## src/sv/u8d_pkg.sv

```systemverilog
`timescale 1ns / 1ps
`default_nettype none
// ----------------------------------------------------------------------------
// u8d_pkg
// Shared types and constants for the UTF-8 byte stream decoder.
// ----------------------------------------------------------------------------
package u8d_pkg;

  localparam int unsigned ByteW = 8;
  localparam int unsigned CodeW = 21;
  localparam int unsigned UsedW = 3;
  localparam int unsigned RawW  = 32;
  localparam int unsigned PendW = 24;
  localparam int unsigned CntW  = 2;

  // Lead and continuation masks and patterns
  localparam logic [ByteW-1:0] ContMask  = 8'hC0;
  localparam logic [ByteW-1:0] ContPat   = 8'h80;
  localparam logic [ByteW-1:0] Lead2Mask = 8'hE0;
  localparam logic [ByteW-1:0] Lead2Pat  = 8'hC0;
  localparam logic [ByteW-1:0] Lead3Mask = 8'hF0;
  localparam logic [ByteW-1:0] Lead3Pat  = 8'hE0;
  localparam logic [ByteW-1:0] Lead4Mask = 8'hF8;
  localparam logic [ByteW-1:0] Lead4Pat  = 8'hF0;

  // Code point limits
  localparam logic [CodeW-1:0] CodeMax     = 21'h10FFFF;
  localparam logic [CodeW-1:0] SurrogateLo = 21'h00D800;
  localparam logic [CodeW-1:0] SurrogateHi = 21'h00DFFF;
  localparam logic [CodeW-1:0] ReplReset   = 21'h00FFFD;

  // Number of held bytes
  localparam logic [CntW-1:0] CntNone  = 2'd0;
  localparam logic [CntW-1:0] CntOne   = 2'd1;
  localparam logic [CntW-1:0] CntTwo   = 2'd2;
  localparam logic [CntW-1:0] CntThree = 2'd3;

  // Bytes consumed by a result
  localparam logic [UsedW-1:0] UsedOne   = 3'd1;
  localparam logic [UsedW-1:0] UsedTwo   = 3'd2;
  localparam logic [UsedW-1:0] UsedThree = 3'd3;
  localparam logic [UsedW-1:0] UsedFour  = 3'd4;

  // One decoded result
  typedef struct packed {
    logic [CodeW-1:0] code_point;
    logic             is_error;
    logic [UsedW-1:0] bytes_used;
    logic [RawW-1:0]  raw_bytes;
  } res_t;

endpackage
`default_nettype wire

```

## src/sv/u8d_byte_if.sv

```systemverilog
`timescale 1ns / 1ps
`default_nettype none
// ----------------------------------------------------------------------------
// u8d_byte_if
// Byte channel: one raw byte and a last-in-buffer flag per beat.
// ----------------------------------------------------------------------------
interface u8d_byte_if;
  logic                           valid;
  logic                           ready;
  logic [u8d_pkg::ByteW-1:0]      data_byte;
  logic                           buffer_end;

  modport source (output valid, output data_byte, output buffer_end, input ready);
  modport sink (input valid, input data_byte, input buffer_end, output ready);
endinterface
`default_nettype wire

```

## src/sv/u8d_char_if.sv

```systemverilog
`timescale 1ns / 1ps
`default_nettype none
// ----------------------------------------------------------------------------
// u8d_char_if
// Character channel: one decoded code point and its status per beat.
// ----------------------------------------------------------------------------
interface u8d_char_if;
  logic                      valid;
  logic                      ready;
  logic [u8d_pkg::CodeW-1:0] code_point;
  logic                      is_error;
  logic [u8d_pkg::UsedW-1:0] bytes_used;
  logic [u8d_pkg::RawW-1:0]  raw_bytes;

  modport source (output valid, output code_point, output is_error,
                  output bytes_used, output raw_bytes, input ready);
  modport sink (input valid, input code_point, input is_error,
                input bytes_used, input raw_bytes, output ready);
endinterface
`default_nettype wire

```

## src/sv/utf8_byte_stream_decoder_core.sv

```systemverilog
`timescale 1ns / 1ps
`default_nettype none
// A result is registered in the result register, or in the skid register while one waits.
// Throughput: one byte per clock while input ready is high; the held-byte state and a
// two-entry output buffer (result register plus skid register) let a byte enter every cycle.
// Input ready is low only while the skid register holds a result.
// Reset: no bytes held, output buffer empty, replacement code 0xFFFD.
// ----------------------------------------------------------------------------
// utf8_byte_stream_decoder_core
// Lenient UTF-8 decoder: holds up to three bytes of an unfinished sequence
// and gives one result when a character completes or the sequence fails.
// ----------------------------------------------------------------------------
module utf8_byte_stream_decoder_core (
  input  wire logic                      clk_i,
  input  wire logic                      rst_ni,
  input  wire logic                      cfg_we_i,
  input  wire logic [u8d_pkg::CodeW-1:0] cfg_wdata_i,
  u8d_byte_if.sink                       in_if,
  u8d_char_if.source                     out_if
);

  logic [u8d_pkg::CodeW-1:0] repl_q;
  logic [u8d_pkg::PendW-1:0] pend_q, pend_d;
  logic [u8d_pkg::CntW-1:0]  cnt_q, cnt_d;
  u8d_pkg::res_t             out_q, out_d, skid_q, skid_d, res;
  logic                      out_valid_q, out_valid_d, skid_valid_q, skid_valid_d;

  logic                      accept, out_fire, emit;
  logic [u8d_pkg::ByteW-1:0] b, lead, b2, b3;
  logic [u8d_pkg::RawW-1:0]  raw;
  logic [u8d_pkg::UsedW-1:0] used;
  logic [u8d_pkg::CodeW-1:0] cp2, cp3, cp4;
  logic                      b_cont, cp4_ok;

  assign accept   = in_if.valid & in_if.ready;
  assign out_fire = out_valid_q & out_if.ready;

  // Assemble the current sequence from held bytes and the new byte
  assign b    = in_if.data_byte;
  assign raw  = {pend_q, b};
  assign used = {1'b0, cnt_q} + u8d_pkg::UsedOne;

  always_comb begin
    unique case (cnt_q)
      u8d_pkg::CntNone:  lead = b;
      u8d_pkg::CntOne:   lead = pend_q[7:0];
      u8d_pkg::CntTwo:   lead = pend_q[15:8];
      u8d_pkg::CntThree: lead = pend_q[23:16];
      default:           lead = b;
    endcase
  end

  assign b2 = (cnt_q == u8d_pkg::CntThree) ? pend_q[15:8] : pend_q[7:0];
  assign b3 = pend_q[7:0];

  assign b_cont = (b & u8d_pkg::ContMask) == u8d_pkg::ContPat;
  assign cp2 = {10'd0, lead[4:0], b[5:0]};
  assign cp3 = {5'd0, lead[3:0], b2[5:0], b[5:0]};
  assign cp4 = {lead[2:0], b2[5:0], b3[5:0], b[5:0]};
  assign cp4_ok = ((lead & u8d_pkg::Lead4Mask) == u8d_pkg::Lead4Pat) &&
                  (cp4 <= u8d_pkg::CodeMax) &&
                  ((cp4 < u8d_pkg::SurrogateLo) || (cp4 > u8d_pkg::SurrogateHi));

  // Decide whether this byte ends the sequence and with what result
  always_comb begin
    emit           = 1'b0;
    res.code_point = repl_q;
    res.is_error   = 1'b1;
    res.bytes_used = used;
    res.raw_bytes  = raw;
    priority if (cnt_q == u8d_pkg::CntNone && !b[7]) begin
      emit           = 1'b1;
      res.code_point = {13'd0, b};
      res.is_error   = 1'b0;
    end else if (cnt_q != u8d_pkg::CntNone && !b_cont) begin
      emit = 1'b1;
    end else if (cnt_q == u8d_pkg::CntOne &&
                 (lead & u8d_pkg::Lead2Mask) == u8d_pkg::Lead2Pat) begin
      emit           = 1'b1;
      res.code_point = cp2;
      res.is_error   = 1'b0;
      res.bytes_used = u8d_pkg::UsedTwo;
    end else if (cnt_q == u8d_pkg::CntTwo &&
                 (lead & u8d_pkg::Lead3Mask) == u8d_pkg::Lead3Pat) begin
      emit           = 1'b1;
      res.code_point = cp3;
      res.is_error   = 1'b0;
      res.bytes_used = u8d_pkg::UsedThree;
    end else if (cnt_q == u8d_pkg::CntThree) begin
      emit           = 1'b1;
      res.bytes_used = u8d_pkg::UsedFour;
      if (cp4_ok) begin
        res.code_point = cp4;
        res.is_error   = 1'b0;
      end
    end else if (in_if.buffer_end) begin
      emit = 1'b1;
    end else begin
      emit = 1'b0;
    end
  end

  // Hold unfinished bytes, clear after any result
  always_comb begin
    pend_d = pend_q;
    cnt_d  = cnt_q;
    if (accept) begin
      if (emit) begin
        pend_d = '0;
        cnt_d  = u8d_pkg::CntNone;
      end else begin
        pend_d = raw[u8d_pkg::PendW-1:0];
        cnt_d  = used[u8d_pkg::CntW-1:0];
      end
    end
  end

  // Output buffer: result register backed by a skid register
  always_comb begin
    out_d        = out_q;
    skid_d       = skid_q;
    out_valid_d  = out_valid_q;
    skid_valid_d = skid_valid_q;
    if (out_fire || !out_valid_q) begin
      if (skid_valid_q) begin
        out_d        = skid_q;
        out_valid_d  = 1'b1;
        skid_valid_d = 1'b0;
      end else if (accept && emit) begin
        out_d       = res;
        out_valid_d = 1'b1;
      end else begin
        out_valid_d = 1'b0;
      end
    end else if (accept && emit) begin
      skid_d       = res;
      skid_valid_d = 1'b1;
    end
  end

  assign in_if.ready = !skid_valid_q;

  // Control and configuration registers
  always_ff @(posedge clk_i or negedge rst_ni) begin
    if (!rst_ni) begin
      repl_q       <= u8d_pkg::ReplReset;
      pend_q       <= '0;
      cnt_q        <= u8d_pkg::CntNone;
      out_valid_q  <= 1'b0;
      skid_valid_q <= 1'b0;
    end else begin
      if (cfg_we_i) begin
        repl_q <= cfg_wdata_i;
      end
      pend_q       <= pend_d;
      cnt_q        <= cnt_d;
      out_valid_q  <= out_valid_d;
      skid_valid_q <= skid_valid_d;
    end
  end

  // Result payload registers
  always_ff @(posedge clk_i) begin
    out_q  <= out_d;
    skid_q <= skid_d;
  end

  assign out_if.valid      = out_valid_q;
  assign out_if.code_point = out_q.code_point;
  assign out_if.is_error   = out_q.is_error;
  assign out_if.bytes_used = out_q.bytes_used;
  assign out_if.raw_bytes  = out_q.raw_bytes;

  // Skid register fills only behind a waiting result
  assert property (@(posedge clk_i) disable iff (!rst_ni)
    skid_valid_q |-> out_valid_q)
    else $error("skid holds a result while the result register is empty");

  // A good character never exceeds the code space
  assert property (@(posedge clk_i) disable iff (!rst_ni)
    (out_valid_q && !out_q.is_error) |-> (out_q.code_point <= u8d_pkg::CodeMax))
    else $error("decoded code point out of range");

  // Byte count of a result stays in one to four
  assert property (@(posedge clk_i) disable iff (!rst_ni)
    out_valid_q |-> (out_q.bytes_used != 3'd0 && out_q.bytes_used <= u8d_pkg::UsedFour))
    else $error("bytes_used out of range");

  // Last byte of a buffer always drops the held sequence
  assert property (@(posedge clk_i) disable iff (!rst_ni)
    (accept && in_if.buffer_end) |=> (cnt_q == u8d_pkg::CntNone))
    else $error("bytes held past the end of the buffer");

  // A single-byte good result is plain ASCII
  assert property (@(posedge clk_i) disable iff (!rst_ni)
    (out_valid_q && !out_q.is_error && out_q.bytes_used == u8d_pkg::UsedOne)
      |-> (out_q.code_point[u8d_pkg::CodeW-1:7] == '0))
    else $error("one-byte character above 0x7F");

endmodule
`default_nettype wire

```

## src/flat_wrapper.sv

```systemverilog
// flat-port wrapper written by rule: the top's interface ports become plain ports
module utf8_byte_stream_decoder_core_flat 
  (clk_i, rst_ni, cfg_we_i, cfg_wdata_i, in_if_valid, in_if_data_byte, in_if_buffer_end, in_if_ready, out_if_valid, out_if_code_point, out_if_is_error, out_if_bytes_used, out_if_raw_bytes, out_if_ready);
  u8d_byte_if in_if_i ();
  u8d_char_if out_if_i ();
  input  wire logic clk_i;
  input  wire logic rst_ni;
  input  wire logic cfg_we_i;
  input  wire logic [u8d_pkg::CodeW-1:0] cfg_wdata_i;
  input wire logic [$bits(in_if_i.valid)-1:0] in_if_valid;
  input wire logic [$bits(in_if_i.data_byte)-1:0] in_if_data_byte;
  input wire logic [$bits(in_if_i.buffer_end)-1:0] in_if_buffer_end;
  output wire logic [$bits(in_if_i.ready)-1:0] in_if_ready;
  output wire logic [$bits(out_if_i.valid)-1:0] out_if_valid;
  output wire logic [$bits(out_if_i.code_point)-1:0] out_if_code_point;
  output wire logic [$bits(out_if_i.is_error)-1:0] out_if_is_error;
  output wire logic [$bits(out_if_i.bytes_used)-1:0] out_if_bytes_used;
  output wire logic [$bits(out_if_i.raw_bytes)-1:0] out_if_raw_bytes;
  input wire logic [$bits(out_if_i.ready)-1:0] out_if_ready;
  assign in_if_i.valid = in_if_valid;
  assign in_if_i.data_byte = in_if_data_byte;
  assign in_if_i.buffer_end = in_if_buffer_end;
  assign in_if_ready = in_if_i.ready;
  assign out_if_valid = out_if_i.valid;
  assign out_if_code_point = out_if_i.code_point;
  assign out_if_is_error = out_if_i.is_error;
  assign out_if_bytes_used = out_if_i.bytes_used;
  assign out_if_raw_bytes = out_if_i.raw_bytes;
  assign out_if_i.ready = out_if_ready;
  utf8_byte_stream_decoder_core u_core (.clk_i(clk_i), .rst_ni(rst_ni), .cfg_we_i(cfg_we_i), .cfg_wdata_i(cfg_wdata_i), .in_if(in_if_i), .out_if(out_if_i));
endmodule
```

## config.mk

```make
export PLATFORM = sky130hd
export DESIGN_NAME = utf8_byte_stream_decoder_core_flat
export DESIGN_NICKNAME = d
export VERILOG_FILES = /design/src/sv/u8d_pkg.sv /design/src/sv/u8d_byte_if.sv /design/src/sv/u8d_char_if.sv /design/src/sv/utf8_byte_stream_decoder_core.sv /design/src/flat_wrapper.sv
export SDC_FILE = /design/constraint.sdc
export NUM_CORES = 1
export LEC_CHECK = 0
export BUFFER_PORTS_ARGS = -buffer_cell sky130_fd_sc_hd__buf_4
export CORE_MARGIN = 2
export CORE_UTILIZATION = 54
export CTS_BUF_LIST = sky130_fd_sc_hd__clkbuf_4 sky130_fd_sc_hd__clkbuf_8
export CTS_CLUSTER_DIAMETER = 40
export DETAILED_ROUTE_END_ITERATION = 16
export GPL_TIMING_DRIVEN = 0
export PLACE_DENSITY = 0.83
export SYNTH_ARGS = -nofsm -noshare
export SYNTH_HDL_FRONTEND = slang
export SYNTH_SLANG_ARGS = --single-unit
```

## constraint.sdc

```tcl
create_clock -name clk_i -period 7.1 [get_ports clk_i]
set_input_delay 0.71 -clock clk_i [delete_from_list [all_inputs] [get_ports clk_i]]
set_output_delay 0.71 -clock clk_i [all_outputs]
set_load 0.1 [all_outputs]
```

==> flow_metrics.py <==
metrics = {
    "sta": {
        "slew_viol_final": 0,
        "rsz0062_at_grt": "false",
        "worst_pin_slew_ns": 0.973,
        "setup_ws_ns": 3.00,
        "relSlewSlack_pct": 35.0,
        "hold_violations": 0,
        "fin_skew_ns": 0.00818,
        "period_share_pct": 57.8,
        "fmax_ghz": 0.244,
        "finalSetupViolations": 0,
        "period_needed_ns": 4.10,
        "hold_ws_ns": 0.246,
    },
    "place": {
        "post-dp-hpwl_mm": 11.9,
        "port_buffers": 93,
        "place_worst_setup_slack_ns": 3.06,
        "gp_congestion": 0.954,
    },
    "worst_setup_path": {
        "crit_type": "reg2reg",
        "r2r-end": "u_core.out_if.code_point[3]",
        "arrival_ns": 4.26,
        "cp.required_ns": 7.26,
        "reg2reg_from": "u_core.cnt_q[0]",
        "cpPeakStageDelay_ns": 0.78,
        "critical-path-slowest-cell": "a21oi_4",
        "start_kind": "register",
        "critical_path.top_delay_family": "compound AO/OA/AOI/OAI gates",
        "reg2reg_setup_slack_ns": 3.00,
        "cpMostUsedCell": "a21oi_1",
        "worstSetupEndpointType": "register",
        "critPathBufInv": 3,
        "reg2reg_depth": 11,
        "critPathMaxFanout": 32,
        "cp_cell_sequence": "inv_1, ha_1, clkbuf_2, a221o_1, o21ai_1, nand3_1, a21oi_1, or4_1, a21oi_1, a21oi_4, buf_12",
    },
    "floorplan": {
        "die_y_um": 118,
        "row_count": 41,
        "core_area_um2": 12700,
        "die_w_um": 118,
        "initial_core_util_pct": 55.6,
        "die_area_um2": 14000,
        "io_pins": 94,
    },
    "power_and_ir_drop": {
        "peakVddDrop_mv": 0.188,
        "p_switching_mw": 1.25,
        "p_sw_share_pct": 39.5,
        "internal_power_mw": 1.91,
        "clkPwrFrac_pct": 24.3,
        "seqPwrFrac_pct": 40.6,
        "pwr-share-comb_pct": 35.1,
        "finalPower_mw": 3.16,
        "p_leak_nw": 3.33,
        "power_density_nw_per_um2": 372,
    },
    "cts": {
        "htreeDepth": 4,
        "numCtsBuffers": 17,
        "clkSinkCount": 163,
        "cts_setup_buffers": 0,
        "clk_latency_ns": 0.46,
        "holdBufCountCts": 0,
        "cts_resized": 0,
        "clk_pin_slew_ns": 0.09,
        "root_buffer": "clkbuf_8",
        "cts_tree": "yes",
        "cts_buffer_depth": 2,
    },
    "detailed_routing": {
        "drcViolationCount": 0,
        "vias": 4741,
        "via_per_inst": 6.00,
        "dr.pass1.iters": 5,
        "first_iter_violations": 439,
        "finalWirelength_mm": 16.8,
        "ant_nets": 0,
        "wl_per_cell_um": 21.2,
    },
    "synth": {
        "yosysTopAreaCell": "edfxtp_1",
        "syn_inst": 488,
        "synthArstFlopShare_pct": 30.1,
        "netlist_area_um2": 7040,
        "yosysSeqAreaShare_pct": 66.3,
        "ys_types": 60,
        "syn_avg_cell_area_um2": 14.4,
        "yosys.area.top_type_share_pct": 48.6,
        "synth_area_leaders": "edfxtp_1 49%, dfrtp_1 12%, mux2_2 9.8%",
        "syn_nets": 529,
        "synth_top_flop_cell": "edfxtp_1",
        "synth_edf_count": 114,
        "yosysWarnings": 0,
        "ys_ff_latch": 163,
    },
    "final_layout": {
        "syn_to_final_growth_pct": 20.6,
        "fillers": 881,
        "drive_above_1_share_pct": 37.4,
        "multi_input_area_um2": 2210,
        "final_cell_mix": "114 x edfxtp_1, 97 x buf_4, 61 x mux2_2",
        "nets": 646,
        "diodes": 0,
        "final_common_cell": "edfxtp_1",
        "regArea_um2": 4670,
    },
    "global_route": {
        "grt_max_degree": 50,
        "grt-ovfl-total": 0,
        "antenna_found_initial": 0,
        "grt_use_total_pct": 24.9,
        "grt_pass1_vias": 4664,
        "grt_pass1_wl_mm": 26.2,
    },
    "job": {
        "drv_cap": 0,
    },
    "run_status": {
        "outcome": "finished clean",
    },
    "min_path": {
        "hp-class": "in2async",
    },
}
power groups by stage:
stage / sequential [mW] / clock [mW] / combinational, mW
3_5_place_dp: 1.30 / 0 / 1.10
2_1_floorplan: 1.78 / 0 / 0.352
6_report: 1.28 / 0.768 / 1.11
4_1_cts: 1.28 / 0.772 / 1.11
5_1_grt: 1.30 / 0.803 / 1.16
3_3_place_gp: 1.31 / 0 / 1.07
cell families after synthesis:
kind of cell,synth area share (%)
flops,66.3
compound gates,12.0
fa+ha+maj,1.07
simple gates,7.11
buf+inv,2.54
mux,11.0
sequential cells by signal, summed over array words and instances (netlist names):
register	cells
u_core.cnt_q	2
u_core.out_if.bytes_used	3
u_core.out_if.code_point	21
u_core.out_if.is_error	1
u_core.out_if.raw_bytes	32
u_core.out_if.valid	1
u_core.pend_q	24
u_core.repl_q	21
u_core.skid_q	57
u_core.skid_valid_q	1
cell usage after synthesis (4+ instances only):
| master | number |
|---|---|
| nor2b_1 | 4 |
| buf_2 | 4 |
| mux2i_1 | 6 |
| mux2_2 | 61 |
| o31ai_1 | 7 |
| buf_4 | 4 |
| a22o_1 | 25 |
| o21ai_1 | 7 |
| a21o_1 | 4 |
| nor2_1 | 22 |
| nand2b_1 | 9 |
| a21oi_1 | 13 |
| dfstp_2 | 15 |
| dfrtp_1 | 34 |
| nand2_1 | 42 |
| ha_1 | 6 |
| clkbuf_1 | 15 |
| a22oi_1 | 4 |
| edfxtp_1 | 114 |
| inv_1 | 11 |
| a222oi_1 | 6 |
| o21ai_0 | 11 |
| nand3_1 | 4 |
| a31oi_1 | 8 |
through the flow:
stage | area, um2 | setup TNS [ns] | instances | utilization, %
2_1_floorplan | 7040 | 0 | 488 | -
3_3_place_gp | 7960 | -103.46 | 753 | 62.8
3_5_place_dp | 8040 | 0 | 758 | 63.4
4_1_cts | 8490 | 0 | 790 | 67.0
5_1_grt | 8490 | 0 | 790 | 67.0
6_report | 8490 | 0 | 790 | 67.0
worst max-delay path by stage:
stage | from | end | slack (ns) | cells past startpoint
5_1_grt | u_core.cnt_q[0] | u_core.out_if.is_error | 2.73 | 11
3_5_place_dp | u_core.cnt_q[0] | u_core.out_if.code_point[3] | 3.06 | 11
3_3_place_gp | u_core.cnt_q[0] | u_core.skid_q[1] | -1.82 | 9
6_report | u_core.cnt_q[0] | u_core.out_if.code_point[3] | 3.00 | 11
4_1_cts | u_core.cnt_q[0] | u_core.out_if.code_point[3] | 3.03 | 11
2_1_floorplan | u_core.cnt_q[0] | u_core.skid_q[0] | 0.32 | 9
final cells by class:
type                       instances  share of cell area (%)
sequential                       163                    55.0
timing repair buffer              98                    8.99
multi-input combinational        285                    26.0
tap                              172                    2.53
inverter                          14                   0.619
clock buffer                      18                    2.92
clock inverter                    14                    2.46
buffer                            26                    1.49
layer usage:
metal / routed length [um] / vias to the layer above / share of wire [%] / track usage (%)
li1: - / 2109 / - / -
met1: 7220 / 2364 / 43 / 33.1
met2: 8100 / 231 / 48 / 39.4
met3: 1040 / 37 / 6.2 / 5.50
met4: 413 / 0 / 2.5 / 11.1
met5: 0 / - / 0 / 0
No activity file was read; power rests on OpenSTA's default activity.
